### src/rtl/core/bmp_p2fb_pkg.sv
// Types, constants and register codes of the BMP pixel-array unpacker.
// No dependencies.
package bmp_p2fb_pkg;

    localparam int SCREEN_WIDTH  = 800;
    localparam int SCREEN_HEIGHT = 480;
    localparam int MAX_IMAGE_DIM = 4095;
    localparam int QUEUE_DEPTH   = 4;

    localparam int DIM_W   = 12;
    localparam int ORG_W   = 13;
    localparam int INDEX_W = 19;
    localparam int COLOR_W = 32;
    localparam int X_W     = $clog2(SCREEN_WIDTH);
    localparam int Y_W     = $clog2(SCREEN_HEIGHT);
    localparam int CFG_IDX_W  = 3;
    localparam int CFG_DATA_W = 13;
    localparam int FB_SIZE    = SCREEN_WIDTH * SCREEN_HEIGHT;

    typedef enum logic [CFG_IDX_W-1:0] {
        REG_IMAGE_WIDTH    = 3'd0,
        REG_IMAGE_HEIGHT   = 3'd1,
        REG_MIRROR_COLUMNS = 3'd2,
        REG_BOTTOM_UP      = 3'd3,
        REG_DEPTH_IS_32    = 3'd4,
        REG_ORIGIN_X       = 3'd5,
        REG_ORIGIN_Y       = 3'd6
    } reg_index_t;

    typedef enum logic [1:0] {
        PH_BLUE  = 2'd0,
        PH_GREEN = 2'd1,
        PH_RED   = 2'd2,
        PH_ALPHA = 2'd3
    } phase_t;

    // Effective configuration as seen by front and back
    typedef struct packed {
        logic [DIM_W-1:0]        width;
        logic [DIM_W-1:0]        height;
        logic                    mirror_columns;
        logic                    bottom_up;
        logic                    depth_is_32;
        logic [1:0]              pad_len;
        logic signed [ORG_W-1:0] origin_x;
        logic signed [ORG_W-1:0] origin_y;
    } cfg_t;

    // One finished pixel handed from front to back
    typedef struct packed {
        logic [DIM_W-1:0]   column;
        logic [DIM_W-1:0]   row;
        logic [COLOR_W-1:0] color;
        logic               last_col;
        logic               last_row;
    } pix_rec_t;

endpackage

### src/rtl/core/bmp_p2fb_ifs.sv
// Valid/ready channel interfaces of the BMP unpacker: byte input,
// framebuffer write output and configuration write. Depends on bmp_p2fb_pkg.
interface bmp_p2fb_byte_if;
    logic       valid;
    logic       ready;
    logic [7:0] pixel_byte;
    modport source (output valid, output pixel_byte, input ready);
    modport sink (input valid, input pixel_byte, output ready);
endinterface

interface bmp_p2fb_fb_if;
    logic                             valid;
    logic                             ready;
    logic [bmp_p2fb_pkg::INDEX_W-1:0] fb_index;
    logic [bmp_p2fb_pkg::COLOR_W-1:0] pixel_color;
    logic                             last_pixel;
    modport source (output valid, output fb_index, output pixel_color,
                    output last_pixel, input ready);
    modport sink (input valid, input fb_index, input pixel_color,
                  input last_pixel, output ready);
endinterface

interface bmp_p2fb_cfg_if;
    logic                                valid;
    logic                                ready;
    logic [bmp_p2fb_pkg::CFG_IDX_W-1:0]  index;
    logic [bmp_p2fb_pkg::CFG_DATA_W-1:0] data;
    modport source (output valid, output index, output data, input ready);
    modport sink (input valid, input index, input data, output ready);
endinterface

### src/rtl/core/bmp_pixel_to_framebuffer.sv
// BMP pixel-array unpacker. One pixel-array byte (padding included) is taken
// per clock, sustained, as long as the framebuffer side keeps up; a finished
// pixel reaches the framebuffer write via the queue, stage 1 and output register.
// The pixel queue (QUEUE_DEPTH entries) between the byte front end and the
// mapping back end absorbs output stalls; the front stops only when it is full.
// Configuration writes are taken every cycle; write them while the block is idle.
// Depends on bmp_p2fb_pkg, bmp_p2fb_ifs, front, queue and back modules.
module bmp_pixel_to_framebuffer #(
    parameter int QUEUE_DEPTH = bmp_p2fb_pkg::QUEUE_DEPTH
) (
    input  logic          clk,
    input  logic          rst_n,
    bmp_p2fb_cfg_if.sink  cfg,
    bmp_p2fb_byte_if.sink pixel_in,
    bmp_p2fb_fb_if.source fb_write
);
    import bmp_p2fb_pkg::*;

    logic [DIM_W-1:0]        image_width_reg;
    logic [DIM_W-1:0]        image_height_reg;
    logic                    mirror_columns_reg;
    logic                    bottom_up_reg;
    logic                    depth_is_32_reg;
    logic signed [ORG_W-1:0] origin_x_reg;
    logic signed [ORG_W-1:0] origin_y_reg;

    cfg_t             cfg_eff;
    logic [DIM_W-1:0] w_eff;
    logic [DIM_W-1:0] h_eff;
    logic             push_valid;
    logic             push_ready;
    pix_rec_t         push_rec;
    logic             pop_valid;
    logic             pop_ready;
    pix_rec_t         pop_rec;

    assign cfg.ready = 1'b1;

    // Register file writes
    always_ff @(posedge clk or negedge rst_n)
    begin
        if (!rst_n)
        begin
            image_width_reg    <= DIM_W'(800);
            image_height_reg   <= DIM_W'(480);
            mirror_columns_reg <= 1'b0;
            bottom_up_reg      <= 1'b1;
            depth_is_32_reg    <= 1'b0;
            origin_x_reg       <= '0;
            origin_y_reg       <= '0;
        end
        else if (cfg.valid)
        begin
            unique case (cfg.index)
                REG_IMAGE_WIDTH:    image_width_reg    <= cfg.data[DIM_W-1:0];
                REG_IMAGE_HEIGHT:   image_height_reg   <= cfg.data[DIM_W-1:0];
                REG_MIRROR_COLUMNS: mirror_columns_reg <= cfg.data[0];
                REG_BOTTOM_UP:      bottom_up_reg      <= cfg.data[0];
                REG_DEPTH_IS_32:    depth_is_32_reg    <= cfg.data[0];
                REG_ORIGIN_X:       origin_x_reg       <= $signed(cfg.data[ORG_W-1:0]);
                REG_ORIGIN_Y:       origin_y_reg       <= $signed(cfg.data[ORG_W-1:0]);
                default:            ;
            endcase
        end
    end

    // Effective sizes: zero acts as one, clamp to the largest image
    always_comb
    begin
        w_eff = (image_width_reg == '0) ? DIM_W'(1) : image_width_reg;
        h_eff = (image_height_reg == '0) ? DIM_W'(1) : image_height_reg;
        if ({1'b0, w_eff} > (DIM_W+1)'(MAX_IMAGE_DIM))
        begin
            w_eff = DIM_W'(MAX_IMAGE_DIM);
        end
        if ({1'b0, h_eff} > (DIM_W+1)'(MAX_IMAGE_DIM))
        begin
            h_eff = DIM_W'(MAX_IMAGE_DIM);
        end
    end

    // Row padding is w mod 4 bytes in 24-bit mode, none in 32-bit mode
    assign cfg_eff.width          = w_eff;
    assign cfg_eff.height         = h_eff;
    assign cfg_eff.mirror_columns = mirror_columns_reg;
    assign cfg_eff.bottom_up      = bottom_up_reg;
    assign cfg_eff.depth_is_32    = depth_is_32_reg;
    assign cfg_eff.pad_len        = depth_is_32_reg ? 2'd0 : w_eff[1:0];
    assign cfg_eff.origin_x       = origin_x_reg;
    assign cfg_eff.origin_y       = origin_y_reg;

    bmp_p2fb_front u_front (
        .clk        (clk),
        .rst_n      (rst_n),
        .cfg_eff    (cfg_eff),
        .pixel_in   (pixel_in),
        .push_ready (push_ready),
        .push_valid (push_valid),
        .push_rec   (push_rec)
    );

    bmp_p2fb_queue #(
        .DEPTH (QUEUE_DEPTH)
    ) u_queue (
        .clk        (clk),
        .rst_n      (rst_n),
        .push_valid (push_valid),
        .push_ready (push_ready),
        .push_rec   (push_rec),
        .pop_valid  (pop_valid),
        .pop_ready  (pop_ready),
        .pop_rec    (pop_rec)
    );

    bmp_p2fb_back u_back (
        .clk       (clk),
        .rst_n     (rst_n),
        .cfg_eff   (cfg_eff),
        .pop_valid (pop_valid),
        .pop_ready (pop_ready),
        .pop_rec   (pop_rec),
        .fb_write  (fb_write)
    );

endmodule

### src/rtl/core/bmp_p2fb_front.sv
// Front end: takes pixel-array bytes, gathers B,G,R(,A), skips row padding
// and tracks column/row. Depends on bmp_p2fb_pkg and bmp_p2fb_ifs.
module bmp_p2fb_front (
    input  logic                      clk,
    input  logic                      rst_n,
    input  bmp_p2fb_pkg::cfg_t        cfg_eff,
    bmp_p2fb_byte_if.sink             pixel_in,
    input  logic                      push_ready,
    output logic                      push_valid,
    output bmp_p2fb_pkg::pix_rec_t    push_rec
);
    import bmp_p2fb_pkg::*;

    phase_t           phase_reg, phase_next;
    logic [7:0]       blue_reg, blue_next;
    logic [7:0]       green_reg, green_next;
    logic [7:0]       red_reg, red_next;
    logic [DIM_W-1:0] col_reg, col_next;
    logic [DIM_W-1:0] row_reg, row_next;
    logic [1:0]       pad_reg, pad_next;
    logic             in_pad_reg, in_pad_next;

    logic             accept;
    logic             last_col;
    logic             last_row;
    logic [DIM_W-1:0] row_adv;
    logic [1:0]       pad_inc;
    logic [7:0]       alpha;
    logic [7:0]       red_out;

    assign pixel_in.ready = push_ready;
    assign accept = pixel_in.valid && push_ready;

    // Position compares, one wider so a full-range size still compares
    assign last_col = ({1'b0, col_reg} + 13'd1) >= {1'b0, cfg_eff.width};
    assign last_row = ({1'b0, row_reg} + 13'd1) >= {1'b0, cfg_eff.height};
    assign row_adv  = last_row ? '0 : row_reg + 12'd1;
    assign pad_inc  = pad_reg + 2'd1;

    // Color of a completing pixel: alpha from the byte in 32-bit mode
    assign alpha   = cfg_eff.depth_is_32 ? pixel_in.pixel_byte : 8'd0;
    assign red_out = cfg_eff.depth_is_32 ? red_reg : pixel_in.pixel_byte;

    assign push_rec.column   = col_reg;
    assign push_rec.row      = row_reg;
    assign push_rec.color    = {alpha, red_out, green_reg, blue_reg};
    assign push_rec.last_col = last_col;
    assign push_rec.last_row = last_row;

    always_ff @(posedge clk or negedge rst_n)
    begin
        if (!rst_n)
        begin
            phase_reg  <= PH_BLUE;
            blue_reg   <= '0;
            green_reg  <= '0;
            red_reg    <= '0;
            col_reg    <= '0;
            row_reg    <= '0;
            pad_reg    <= '0;
            in_pad_reg <= 1'b0;
        end
        else
        begin
            phase_reg  <= phase_next;
            blue_reg   <= blue_next;
            green_reg  <= green_next;
            red_reg    <= red_next;
            col_reg    <= col_next;
            row_reg    <= row_next;
            pad_reg    <= pad_next;
            in_pad_reg <= in_pad_next;
        end
    end

    // Classify the byte: padding, color byte, or pixel completion
    always_comb
    begin
        phase_next  = phase_reg;
        blue_next   = blue_reg;
        green_next  = green_reg;
        red_next    = red_reg;
        col_next    = col_reg;
        row_next    = row_reg;
        pad_next    = pad_reg;
        in_pad_next = in_pad_reg;
        push_valid  = 1'b0;
        if (accept)
        begin
            if (in_pad_reg)
            begin
                // End the row once the padding length is reached
                if (pad_inc == 2'd0 || pad_inc >= cfg_eff.pad_len)
                begin
                    in_pad_next = 1'b0;
                    pad_next    = '0;
                    row_next    = row_adv;
                end
                else
                begin
                    pad_next = pad_inc;
                end
            end
            else if (phase_reg == PH_BLUE)
            begin
                blue_next  = pixel_in.pixel_byte;
                phase_next = PH_GREEN;
            end
            else if (phase_reg == PH_GREEN)
            begin
                green_next = pixel_in.pixel_byte;
                phase_next = PH_RED;
            end
            else if (phase_reg == PH_RED && cfg_eff.depth_is_32)
            begin
                red_next   = pixel_in.pixel_byte;
                phase_next = PH_ALPHA;
            end
            else
            begin
                // Pixel complete: hand it to the back end, advance position
                push_valid = 1'b1;
                red_next   = red_out;
                phase_next = PH_BLUE;
                if (last_col)
                begin
                    col_next = '0;
                    if (cfg_eff.pad_len != 2'd0)
                    begin
                        in_pad_next = 1'b1;
                        pad_next    = '0;
                    end
                    else
                    begin
                        row_next = row_adv;
                    end
                end
                else
                begin
                    col_next = col_reg + 12'd1;
                end
            end
        end
    end

endmodule

### src/rtl/core/bmp_p2fb_queue.sv
// Short pixel queue between front and back ends.
// Depends on bmp_p2fb_pkg.
module bmp_p2fb_queue #(
    parameter int DEPTH = bmp_p2fb_pkg::QUEUE_DEPTH
) (
    input  logic                   clk,
    input  logic                   rst_n,
    input  logic                   push_valid,
    output logic                   push_ready,
    input  bmp_p2fb_pkg::pix_rec_t push_rec,
    output logic                   pop_valid,
    input  logic                   pop_ready,
    output bmp_p2fb_pkg::pix_rec_t pop_rec
);
    import bmp_p2fb_pkg::*;

    localparam int PTR_W = (DEPTH > 1) ? $clog2(DEPTH) : 1;
    localparam int CNT_W = $clog2(DEPTH + 1);

    pix_rec_t         slot_reg [DEPTH];
    logic [PTR_W-1:0] wr_ptr_reg, wr_ptr_next;
    logic [PTR_W-1:0] rd_ptr_reg, rd_ptr_next;
    logic [CNT_W-1:0] count_reg, count_next;
    logic             do_push;
    logic             do_pop;

    assign push_ready = count_reg != CNT_W'(DEPTH);
    assign pop_valid  = count_reg != '0;
    assign pop_rec    = slot_reg[rd_ptr_reg];
    assign do_push    = push_valid && push_ready;
    assign do_pop     = pop_valid && pop_ready;

    // Advance pointers with wrap at the depth
    always_comb
    begin
        wr_ptr_next = wr_ptr_reg;
        rd_ptr_next = rd_ptr_reg;
        count_next  = count_reg;
        if (do_push)
        begin
            wr_ptr_next = (wr_ptr_reg == PTR_W'(DEPTH - 1)) ? '0 : wr_ptr_reg + 1'b1;
        end
        if (do_pop)
        begin
            rd_ptr_next = (rd_ptr_reg == PTR_W'(DEPTH - 1)) ? '0 : rd_ptr_reg + 1'b1;
        end
        if (do_push && !do_pop)
        begin
            count_next = count_reg + 1'b1;
        end
        else if (do_pop && !do_push)
        begin
            count_next = count_reg - 1'b1;
        end
    end

    always_ff @(posedge clk or negedge rst_n)
    begin
        if (!rst_n)
        begin
            wr_ptr_reg <= '0;
            rd_ptr_reg <= '0;
            count_reg  <= '0;
        end
        else
        begin
            wr_ptr_reg <= wr_ptr_next;
            rd_ptr_reg <= rd_ptr_next;
            count_reg  <= count_next;
        end
    end

    // Store payload on push
    always_ff @(posedge clk)
    begin
        if (do_push)
        begin
            slot_reg[wr_ptr_reg] <= push_rec;
        end
    end

endmodule

### src/rtl/core/bmp_p2fb_back.sv
// Back end: maps column/row to a screen point, drops off-screen pixels,
// forms the framebuffer index. Depends on bmp_p2fb_pkg and bmp_p2fb_ifs.
module bmp_p2fb_back (
    input  logic                   clk,
    input  logic                   rst_n,
    input  bmp_p2fb_pkg::cfg_t     cfg_eff,
    input  logic                   pop_valid,
    output logic                   pop_ready,
    input  bmp_p2fb_pkg::pix_rec_t pop_rec,
    bmp_p2fb_fb_if.source          fb_write
);
    import bmp_p2fb_pkg::*;

    localparam int POS_W = 15;

    // Stage 1: screen point
    logic               s1_valid_reg;
    logic               s1_on_reg;
    logic [X_W-1:0]     s1_x_reg;
    logic [Y_W-1:0]     s1_y_reg;
    logic [COLOR_W-1:0] s1_color_reg;
    logic               s1_last_reg;

    // Output register
    logic               out_valid_reg;
    logic [INDEX_W-1:0] out_index_reg;
    logic [COLOR_W-1:0] out_color_reg;
    logic               out_last_reg;

    logic                    out_load;
    logic                    s1_load;
    logic signed [POS_W-1:0] col_s, row_s, w_s, h_s, ox_s, oy_s;
    logic signed [POS_W-1:0] sx, sy;
    logic                    on_screen;
    logic [INDEX_W-1:0]      index_calc;

    assign out_load  = !out_valid_reg || fb_write.ready;
    assign s1_load   = !s1_valid_reg || out_load;
    assign pop_ready = s1_load;

    // Signed view of counters, sizes and origin
    assign col_s = $signed({3'b000, pop_rec.column});
    assign row_s = $signed({3'b000, pop_rec.row});
    assign w_s   = $signed({3'b000, cfg_eff.width});
    assign h_s   = $signed({3'b000, cfg_eff.height});
    assign ox_s  = POS_W'(cfg_eff.origin_x);
    assign oy_s  = POS_W'(cfg_eff.origin_y);

    // Place the point, flipping as configured
    assign sx = cfg_eff.mirror_columns ? ox_s + w_s - 15'sd1 - col_s : ox_s + col_s;
    assign sy = cfg_eff.bottom_up ? oy_s + h_s - 15'sd1 - row_s : oy_s + row_s;
    assign on_screen = !sx[POS_W-1] && (sx < POS_W'(SCREEN_WIDTH))
                    && !sy[POS_W-1] && (sy < POS_W'(SCREEN_HEIGHT));

    // Row times screen width plus column
    assign index_calc = INDEX_W'(s1_y_reg) * INDEX_W'(SCREEN_WIDTH) + INDEX_W'(s1_x_reg);

    always_ff @(posedge clk or negedge rst_n)
    begin
        if (!rst_n)
        begin
            s1_valid_reg  <= 1'b0;
            out_valid_reg <= 1'b0;
        end
        else
        begin
            if (s1_load)
            begin
                s1_valid_reg <= pop_valid;
            end
            if (out_load)
            begin
                out_valid_reg <= s1_valid_reg && s1_on_reg;
            end
        end
    end

    // Payload: advance with the stage enables
    always_ff @(posedge clk)
    begin
        if (s1_load && pop_valid)
        begin
            s1_on_reg    <= on_screen;
            s1_x_reg     <= sx[X_W-1:0];
            s1_y_reg     <= sy[Y_W-1:0];
            s1_color_reg <= pop_rec.color;
            s1_last_reg  <= pop_rec.last_col && pop_rec.last_row;
        end
        if (out_load && s1_valid_reg)
        begin
            out_index_reg <= index_calc;
            out_color_reg <= s1_color_reg;
            out_last_reg  <= s1_last_reg;
        end
    end

    assign fb_write.valid       = out_valid_reg;
    assign fb_write.fb_index    = out_index_reg;
    assign fb_write.pixel_color = out_color_reg;
    assign fb_write.last_pixel  = out_last_reg;

endmodule

### src/flat_wrapper.sv
// flat-port wrapper written by rule: the top's interface ports become plain ports
module bmp_pixel_to_framebuffer_flat import bmp_p2fb_pkg::*;
#(
    parameter int QUEUE_DEPTH = bmp_p2fb_pkg::QUEUE_DEPTH
)
  (clk, rst_n, cfg_valid, cfg_index, cfg_data, cfg_ready, pixel_in_valid, pixel_in_pixel_byte, pixel_in_ready, fb_write_valid, fb_write_fb_index, fb_write_pixel_color, fb_write_last_pixel, fb_write_ready);
  bmp_p2fb_cfg_if cfg_i ();
  bmp_p2fb_byte_if pixel_in_i ();
  bmp_p2fb_fb_if fb_write_i ();
  input  logic clk;
  input  logic rst_n;
  input wire logic [$bits(cfg_i.valid)-1:0] cfg_valid;
  input wire logic [$bits(cfg_i.index)-1:0] cfg_index;
  input wire logic [$bits(cfg_i.data)-1:0] cfg_data;
  output wire logic [$bits(cfg_i.ready)-1:0] cfg_ready;
  input wire logic [$bits(pixel_in_i.valid)-1:0] pixel_in_valid;
  input wire logic [$bits(pixel_in_i.pixel_byte)-1:0] pixel_in_pixel_byte;
  output wire logic [$bits(pixel_in_i.ready)-1:0] pixel_in_ready;
  output wire logic [$bits(fb_write_i.valid)-1:0] fb_write_valid;
  output wire logic [$bits(fb_write_i.fb_index)-1:0] fb_write_fb_index;
  output wire logic [$bits(fb_write_i.pixel_color)-1:0] fb_write_pixel_color;
  output wire logic [$bits(fb_write_i.last_pixel)-1:0] fb_write_last_pixel;
  input wire logic [$bits(fb_write_i.ready)-1:0] fb_write_ready;
  assign cfg_i.valid = cfg_valid;
  assign cfg_i.index = cfg_index;
  assign cfg_i.data = cfg_data;
  assign cfg_ready = cfg_i.ready;
  assign pixel_in_i.valid = pixel_in_valid;
  assign pixel_in_i.pixel_byte = pixel_in_pixel_byte;
  assign pixel_in_ready = pixel_in_i.ready;
  assign fb_write_valid = fb_write_i.valid;
  assign fb_write_fb_index = fb_write_i.fb_index;
  assign fb_write_pixel_color = fb_write_i.pixel_color;
  assign fb_write_last_pixel = fb_write_i.last_pixel;
  assign fb_write_i.ready = fb_write_ready;
  bmp_pixel_to_framebuffer #(.QUEUE_DEPTH(QUEUE_DEPTH)) u_core (.clk(clk), .rst_n(rst_n), .cfg(cfg_i), .pixel_in(pixel_in_i), .fb_write(fb_write_i));
endmodule
### config.mk
export PLATFORM = sky130hd
export DESIGN_NAME = bmp_pixel_to_framebuffer_flat
export DESIGN_NICKNAME = d
export VERILOG_FILES = /design/src/rtl/core/bmp_p2fb_pkg.sv /design/src/rtl/core/bmp_p2fb_ifs.sv /design/src/rtl/core/bmp_pixel_to_framebuffer.sv /design/src/rtl/core/bmp_p2fb_front.sv /design/src/rtl/core/bmp_p2fb_queue.sv /design/src/rtl/core/bmp_p2fb_back.sv /design/src/flat_wrapper.sv
export SDC_FILE = /design/constraint.sdc
export NUM_CORES = 1
export LEC_CHECK = 0
export ABC_AREA = 1
export BUFFER_PORTS_ARGS = -buffer_cell sky130_fd_sc_hd__buf_2
export CORE_MARGIN = 2
export CORE_UTILIZATION = 49
export CTS_CLUSTER_SIZE = 8
export DETAILED_ROUTE_END_ITERATION = 10
export PLACE_DENSITY = 0.69
export SLEW_MARGIN = 40
export SYNTH_ARGS = -nofsm -noshare
export SYNTH_HDL_FRONTEND = slang
export SYNTH_SLANG_ARGS = --single-unit
### constraint.sdc
create_clock -name clk -period 7.2 [get_ports clk]
set_clock_uncertainty 0.15 [all_clocks]
set_input_delay 0.36 -clock clk [delete_from_list [all_inputs] [get_ports clk]]
set_output_delay 0.36 -clock clk [all_outputs]
set_load 0.05 [all_outputs]
* Yosys cells after proc, flatten, opt, wreduce, memory -nomap -nowiden
Memory sizes are Yosys's and may differ from the RTL's.
Cells that the tools add are included.
** Operators by class
- Shift-type cells :: 0
- Add/sub/neg operators :: 18
- Divide/modulo/power cells :: 0
- Multipliers :: 1
- Reduce and logical (&&, ||, !) cells :: 45
- Bitwise operators :: 4
- $lt $le $gt $ge :: 5
- Equality and inequality tests :: 16
- Muxes and demuxes :: 45
** Operators by type and width (number)
- $mux W12 :: 11
- $add A13 B13 Y14 :: 4
- $mux W15 :: 2
- $sub A14 B2 Y15 const B :: 2
- $sub A15 B13 Y15 :: 2
- $add A12 B1 Y13 const B :: 2
- $ge A13 B12 Y1 :: 2
- $mux W2 :: 13
- $add A12 B1 Y12 const B :: 2
- $logic_not A12 Y1 :: 2
- $mux W8 :: 3
- $add A19 B10 Y19 :: 1
- $reduce_and A2 Y1 :: 8
- $lt A15 B10 Y1 const B :: 1
- $lt A15 B11 Y1 const B :: 1
- $mul A9 B5 Y14 const B :: 1
- $mux W1 :: 14
- $logic_and A1 B1 Y1 :: 12
- $eq A3 B3 Y1 const B :: 3
- $ne A2 B2 Y1 const B :: 4
- $reduce_and A4 Y1 :: 2
- $reduce_bool A2 Y1 :: 4
- $reduce_and A7 Y1 :: 1
- $add A2 B1 Y2 const B :: 3
- 19 further kinds :: 34
** Word-level totals
- Flip-flop bits (word level) :: 220
- Input bits :: 29
- Memories kept :: 1
- RAM bits :: 232
- Output and inout bits :: 55
- Logic and storage cells :: 163
- ROM bits :: 0
- Bits in latches :: 0
** Memory list
- u_core.u_queue.slot_reg :: depth 4, width 58, read ports 1, clocked after memory_dff 0, wr ports 1, RTL line bmp_p2fb_queue.sv:20 : pix_rec_t slot_reg [DEPTH];

* Longest topological paths before layout
Gate-level depths: netlist (run 1).
- Depth in word-level cells :: 12
- Depth in mapped cells :: 27
- Gate-level depth less buffers :: 26

* Modules after synthesis
From an unflattened synthesis (run 1), not the netlist that was laid out.
** Second synthesis, totals
- Cells, all modules :: 2580
- Area total of the unflattened synthesis :: 24832.6 um^2
** By module, submodules not included
- bmp_p2fb_queue :: seq. area each 7141.8 um^2, cells an instance 736, area each 10033.4 um^2, times used 1
- bmp_p2fb_back :: seq. area each 3203.1 um^2, cells an instance 1058, area each 8709.6 um^2, times used 1
- bmp_p2fb_front :: seq. area each 1326.3 um^2, cells an instance 540, area each 3774.9 um^2, times used 1
- bmp_pixel_to_framebuffer :: seq. area each 1336.3 um^2, cells an instance 246, area each 2314.7 um^2, times used 1

* Least setup slack after synthesis (run 1)
No wires, ideal clock.
- Path type :: register to register
- Start :: register u_core.u_queue.count_reg[1]
- End :: memory u_core.u_queue.slot_reg[0][0] (netlist name) (enable)
- Cell stages (with the launch flop) :: 7
- Path buffers :: 0
- Setup slack :: 2814 ps
- Required time :: 6576 ps
- Clock period less this slack :: 4386 ps
- Arrival :: 3761 ps
- Path through :: dfrtp_1 > inv_1 > nand3_1 > nand2_2 > nor2_4 > nand2_2 > nor2_1
** On the way
- Longest elaborated chain between the ends :: 6
** Ends and longest elaborated chain
- start: declaration :: RTL line bmp_p2fb_queue.sv:23 : logic [CNT_W-1:0] count_reg, count_next;
- start signal: assignment :: RTL line bmp_p2fb_queue.sv:69 : count_reg <= count_next;
- $ne A3 B3 Y1 (*) :: RTL line bmp_p2fb_queue.sv:27 : assign push_ready = count_reg != CNT_W'(DEPTH);
- net pixel_in_ready :: RTL line flat_wrapper.sv:18 : output wire logic [$bits(pixel_in_i.ready)-1:0] pixel_in_ready;
- $logic_and A1 B1 Y1 :: RTL line bmp_p2fb_front.sv:32 : assign accept = pixel_in.valid && push_ready;
- $mux W1 :: RTL line bmp_p2fb_front.sv:88 : if (accept)
- $logic_and A1 B1 Y1 (*) :: RTL line bmp_p2fb_queue.sv:30 : assign do_push = push_valid && push_ready;
- $mux W1 (*) :: RTL line bmp_p2fb_queue.sv:76 : if (do_push)
- $mux W1 (not written as such) (*) :: RTL line bmp_p2fb_queue.sv:78 : slot_reg[wr_ptr_reg] <= push_rec;
- end: declaration :: RTL line bmp_p2fb_queue.sv:20
The timed path passes the listed nets; every way through them passes the cells marked *.

* Worst setup path in the final report (run 1)
- Start :: register u_core.u_queue.rd_ptr_reg[0]
- End :: register u_core.u_back.s1_on_reg, data pin
** On the way
- Elaborated cells between the ends (all ways) :: 14
- Those cells by class :: 4 x add/sub; 2 x order compare; 2 x mux; 5 x reduce/logical; 1 x memory
** RTL lines
- start: declaration :: RTL line bmp_p2fb_queue.sv:22 : logic [PTR_W-1:0] rd_ptr_reg, rd_ptr_next;
- start signal: assignment :: RTL line bmp_p2fb_queue.sv:68 : rd_ptr_reg <= rd_ptr_next;
- $mem_v2 Z4 W58 (*)
- $sub A15 B13 Y15 / $add A13 B13 Y14 (equally long branches) :: RTL line bmp_p2fb_back.sv:51 : assign sy = cfg_eff.bottom_up ? oy_s + h_s - 15'sd1 - row_s : oy_s + row_s;
- $mux W15 (*) :: RTL line bmp_p2fb_back.sv:51
- net u_core.u_back.sy[5] :: RTL line bmp_p2fb_back.sv:33 : logic signed [POS_W-1:0] sx, sy;
- $lt A15 B10 Y1 (*) :: RTL line bmp_p2fb_back.sv:53 : && !sy[POS_W-1] && (sy < POS_W'(SCREEN_HEIGHT));
- $logic_and A1 B1 Y1 (*) :: RTL line bmp_p2fb_back.sv:53
- net u_core.u_back.on_screen :: RTL line bmp_p2fb_back.sv:34 : logic on_screen;
- end signal: assignment :: RTL line bmp_p2fb_back.sv:83 : s1_on_reg <= on_screen;
- end: declaration :: RTL line bmp_p2fb_back.sv:18 : logic s1_on_reg;
Marked as above.
A chain may end at the register's enable or synchronous reset.

==> results of run 1 <==
-- per-stage QoR --
stage | std cells | cell area, sq um | util, % | hold slack, ns
final | 3106 | 26240 | 56.47 | 0.02501
after global routing | 3106 | 26240 | 56.47 | 0.03039
after CTS | 3106 | 26220 | 56.43 | 0.002772
after detailed placement | 2966 | 24050 | 51.76 | 0.2545
after global placement | 2966 | 24040 | 51.74 | 0.2502
after floorplan | 2338 | 23040 | - | -0.08559
-- layer usage --
layer,up-vias,wire length (um),GRT usage (%)
met5,-,0,0
met4,0,1919,9.786
met3,101,3146,3.359
met2,558,26820,37.77
met1,8092,24390,31.05
li1,8136,-,-
-- cells by family (layout without fill, tap and decap cells) --
family,Yosys count,count (layout)
other,1,1
AND/OR/NAND/NOR,920,920
XOR/XNOR,34,34
adder cells (fa/ha/maj),152,152
buffers and inverters,405,566
AO/OA/AOI/OAI,374,374
flip-flops,452,452
-- how the worst max path moves through the flow --
stage	from	endpoint
finish	u_core.u_queue.rd_ptr_reg[0]	u_core.u_back.s1_on_reg
CTS	u_core.u_queue.rd_ptr_reg[0]	u_core.u_back.s1_on_reg
global placement	u_core.u_queue.rd_ptr_reg[0]	u_core.u_back.s1_on_reg
floorplan	u_core.u_queue.count_reg[1]	u_core.u_queue.slot_reg[0][0]
detailed placement	u_core.u_queue.rd_ptr_reg[0]	u_core.u_back.s1_on_reg
global route	u_core.u_queue.rd_ptr_reg[0]	u_core.u_back.s1_on_reg
-- timing repair --
| item | CTS | global route |
|---|---|---|
| gates resized for setup | 0 | 0 |
| endpoints found under the hold margin | 86 | 0 |
| hold buffers | 18 | 0 |
-- cell usage after synthesis, types with 28 or more instances --
| master | number |
|---|---|
| o22ai_1 | 50 |
| nand3_1 | 128 |
| xor2_1 | 28 |
| edfxtp_1 | 337 |
| clkbuf_1 | 60 |
| o21ai_0 | 200 |
| a21oi_1 | 67 |
| nor2_1 | 192 |
| dfrtp_1 | 107 |
| fa_1 | 33 |
| nand2_1 | 495 |
| nand4_1 | 55 |
| ha_1 | 119 |
| inv_1 | 321 |
-- area by class of cell --
type                       count  area (sq um)  share of cell area [%]
multi-input combinational   1481          8521                   32.48
clock buffer                 114          1863                   7.101
sequential                   452         13010                   49.59
tap                          607         759.5                   2.895
timing repair buffer         113         713.2                   2.718
clock inverter                 8         125.1                  0.4769
inverter                     331          1242                   4.736
-- worst max-delay path: cells and delay by family, from the launching register on --
kind                       cells  cell delay, ns
buffers and inverters          3            1.27
AOI/OAI and AO/OA              1            0.43
DFF                            1            0.76
xor gates and xnor gates       1            0.16
adders and majority gates      2            0.85
and+or+nand+nor               10            0.99
==> impl_metrics.yaml, run 1 <==
global_routing:
  grt_pass1_wl_um: 89070
  grt-ovfl-total: 0
  gr-usage-all-layers_pct: 23.13
  antenna_found_initial: 0
  first_global_vias: 16556
  grt_max_degree: 71
synth:
  ys_seq_area_share_pct: 56.47
  synth_top_area_share_pct: 43.93
  avgSynthCellArea_sq_um: 9.853
  syn-cell-area_sq_um: 23040
  syn_inst: 2338
  synth_edf_count: 337
  synth_compound_area_share_pct: 9.000
  syn_nets: 2519
  synth_top_family_by_area: "simple AND/OR/NAND/NOR gates"
  synthDistinctLibCells: 47
  synth_area_leaders: "edfxtp_1 (44%), dfrtp_1 (12%), nand2_1 (8.1%)"
  synthAdderAreaFrac_pct: 9.331
  yosysWarningCount: 0
  yosysTopAreaCell: "edfxtp_1"
  synthXorXnorAreaFrac_pct: 1.325
  ys_ff_latch: 452
  synthSimpleGateAreaFrac_pct: 17.11
  ys_async_sr_fraction_pct: 25.44
  ys.flop_type: "edfxtp_1"
  synthMuxAreaShare_pct: 0
worst_setup_path:
  cpMostUsedCell: "nand2_1"
  arrival_ns: 5.08
  rr_endpoint: "u_core.u_back.s1_on_reg"
  cp_cell_sequence: "inv_2 > buf_4 > nand2_1 > a32oi_1 > inv_1 > fa_1 > ha_1 > nand2_1 > nand3_1 > xor2_1 > nand2_1 > nand2_1 > nand3_1 > nor2_1 > nor2_1 > nand3_1 > nor2_1"
  slowest_stage: "dfrtp_4"
  path_class: "flop to flop"
  rrSetupSlack_ns: 2.32
  worstRegToRegCells: 17
  start_kind: "flop"
  cp.required_ns: 7.40
  crit_fanout: 70
  cp-end-kind: "flop"
  worstReg2RegStart: "u_core.u_queue.rd_ptr_reg[0]"
  slowest_delay_ns: 0.76
cells_and_area:
  diodes: 0
  fill_cells: 3955
  final_common_cell: "nand2_1"
  nNetsFinal: 2627
  area_growth_pct: 13.89
  final_cell_mix: "nand2_1 (494), edfxtp_1 (337), inv_1 (319)"
  largest_reg_flops: 232
  drive_gt1_share_pct: 9.244
placement:
  portBuffers: 82
  dp_hpwl_um: 37680
  gp_congestion: 0.9071
  dp_slack_ns: 2.315
drt:
  drt_iter0_drc: 1507
  dr.pass1.iters: 6
  totalWireLength_um: 56280
  drc_errors: 0
  viasPerCell: 5.437
  via_count: 16887
  drt-wirelength-per-cell_um: 18.12
  drtAntennaViolNets: 0
sta:
  setup_tns_ns: 0
  fin_crit_ns: 4.882
  fmax_mhz: 204.8
  final_max_slew_viol_count: 0
  setup_viol: 0
  hold_violations: 0
  post-route-period-util_pct: 67.81
  rsz0062_at_grt: "false"
  worstMarginPinSlew_ns: 0.8061
  layout_setup_ws_ns: 2.318
  slew_headroom_pct: 46.13
run_status:
  outcome: "complete, no violations"
floorplanning:
  die_y_um: 220.8
  core_sq_um: 46460
  die_area_sq_um: 48760
  fp.dieW_um: 220.8
  io_pins: 84
  start_util_pct: 49.59
  placementRows: 79
run:
  max_cap_violations: 0
clock_network:
  postCtsSetupBuffers: 0
  cts_max_path_buffers: 3
  clk_pin_slew_ns: 0.05
  cts_buffers: 67
  cts.sinks: 452
  clk_latency_ns: 0.59
  cts_root_buf: "clkbuf_16"
  cts_tree: "done"
  cts-htree-levels: 3
worst_hold_path:
  hold_end: "u_core.u_queue.slot_reg[0][29]"
  hold_path.class: "input port to flop"
  whs_path_depth: 3
  hold_start: "pixel_in_pixel_byte[3]"
Power of run 1 is left out: the tool's default activity adds up to more than one toggle a clock period on the data nets, which glitch-free logic cannot reach.
==> run 2, diff against run 1 <==
- clock period: 7.2 -> 4.6 ns (I/O delays scaled with it)
==> impl_metrics.yaml, run 2 (synthesis gave the netlist of run 1 again) <==
sta:
  hold_violations: 0
  post-route-period-util_pct: 92.47
  slew_headroom_pct: 44.20
  setup_viol: 0
  rsz0062_at_grt: "false"
  fmax_mhz: 235.1
  final_max_slew_viol_count: 0
  setup_tns_ns: 0
  fin_crit_ns: 4.254
  worstMarginPinSlew_ns: 0.8370
worst_setup_path:
  cp.required_ns: 4.81
  path_class: "flop to flop"
  path_buf_inv: 2
  worstReg2RegStart: "u_core.u_queue.rd_ptr_reg[0]"
  cpMostUsedCell: "nand3_1"
  start_kind: "flop"
  crit_fanout: 56
  arrival_ns: 4.46
  path_delay_family: "simple AND/OR/NAND/NOR gates"
  crit_path_start: "u_core.u_queue.rd_ptr_reg[0]"
  cp_cell_sequence: "buf_4 > nand2_1 > a32oi_1 > fa_1 > inv_1 > ha_1 > fa_1 > nand3_1 > nand3_1 > xor2_1 > nand2_1 > nand2_1 > nand3_1 > nor2_1 > nor2_1 > nand3_1 > nor2_1"
  slowest_delay_ns: 0.55
  cp-end-kind: "flop"
  slowest_stage: "buf_4"
drt:
  via_count: 17016
  drtAntennaViolNets: 0
  totalWireLength_um: 56880
  viasPerCell: 5.440
  drt_iter0_drc: 1448
  drt-wirelength-per-cell_um: 18.18
  drc_errors: 0
  dr.pass1.iters: 7
global_routing:
  grt_max_degree: 59
  gr-usage-all-layers_pct: 23.36
  grt-ovfl-total: 0
  antenna_found_initial: 0
  first_global_vias: 16820
  grt_pass1_wl_um: 89830
run:
  max_cap_violations: 0
clock_network:
  cts_tree: "done"
  cts.sinks: 452
  clk_latency_ns: 0.60
  clk_pin_slew_ns: 0.05
  cts_max_path_buffers: 3
  cts_buffers: 66
  cts_root_buf: "clkbuf_16"
  cts-htree-levels: 3
placement:
  dp_hpwl_um: 38560
  dpl_cell_area_sq_um: 24170
  gp_congestion: 0.9259
  portBuffers: 82
floorplanning:
  die_y_um: 220.8
  placementRows: 79
  fp.dieW_um: 220.8
  io_pins: 84
  core_sq_um: 46460
  die_area_sq_um: 48760
  start_util_pct: 49.59
cells_and_area:
  final_cell_mix: "nand2_1 (494), edfxtp_1 (337), inv_1 (319)"
  area_growth_pct: 14.98
  drive_gt1_share_pct: 9.441
  fin_area_sq_um: 26490
  final_util_pct: 57.01
  nNetsFinal: 2649
  final_common_cell: "nand2_1"
  diodes: 0
  largest_reg_flops: 232
worst_hold_path:
  hold_path.class: "input port to asynchronous set/reset pin"
run_status:
  outcome: "complete, no violations"
[run 2: cell count changes in the layout (fill, tap and decap cells not counted), sizes merged]
cell / previous run / this run
inv: 334 / 331
clkbuf: 114 / 113
buf: 95 / 104
dlygate4sd3: 18 / 32
clkinv: 5 / 8
[run 2: cell type report]
| type | instances | area, sq um |
|---|---|---|
| fillers | 3927 | 19970 |
| flip-flops and latches | 452 | 13010 |
| multi-input cells | 1481 | 8521 |
| clock buffers | 113 | 1828 |
| inverters | 331 | 1244 |
| repair buffers | 136 | 955.9 |
| well taps | 607 | 759.5 |
| clock inverters | 8 | 167.7 |
[run 2: per-stage QoR]
step                instances  setup slack [ns]  hold WS (ns)
finish                   3128            0.3462      0.005548
global placement         2975            0.5568       0.09778
global route             3128           0.06727       0.04993
floorplan                2338            0.2145       -0.2156
CTS                      3128            0.3873      0.005744
detailed placement       2975            0.4005        0.1016
[run 2: final timing paths]
path / depth (start not counted) / slack (ns) / to
worst max-delay path: 17 / 0.35 / u_core.u_back.s1_on_reg
worst min-delay path: 2 / 0.006 / u_core.u_queue.wr_ptr_reg[0]
worst max register to register: 17 / 0.35 / u_core.u_back.s1_on_reg
worst min register to register: 0 / 0.26 / u_core.u_back.fb_write.pixel_color[23]
max in group asynchronous: 3 / 3.29 / u_core.image_height_reg[6]
min in group clk: 3 / 0.23 / u_core.u_back.fb_write.valid
[run 2: worst register-to-register path: stages (launching register included)]
cell and delay, ns:
dfrtp_4 0.50, buf_4 0.55, nand2_1 0.17, a32oi_1 0.43, fa_1 0.49, inv_1 0.07, ha_1 0.24, fa_1 0.30
nand3_1 0.09, nand3_1 0.15, xor2_1 0.19, nand2_1 0.07, nand2_1 0.09, nand3_1 0.08, nor2_1 0.22, nor2_1 0.08
nand3_1 0.09, nor2_1 0.05
[run 2: repair_timing]
action	CTS	global route
buffers inserted	0	0
hold buffers	32	0
resized for setup	0	0
endpoints found under the hold margin	142	0
[run 2: per-layer routing]
layer	part of all wire [%]	vias up	GRT usage, %	wire length, um
met4	2.8	0	8.941	1594
met3	4.9	98	3.426	2808
li1	-	8183	-	-
met5	0	-	0	0
met1	44	8257	31.17	25000
met2	48	478	38.79	27470
Power of run 2 is left out for the same reason.
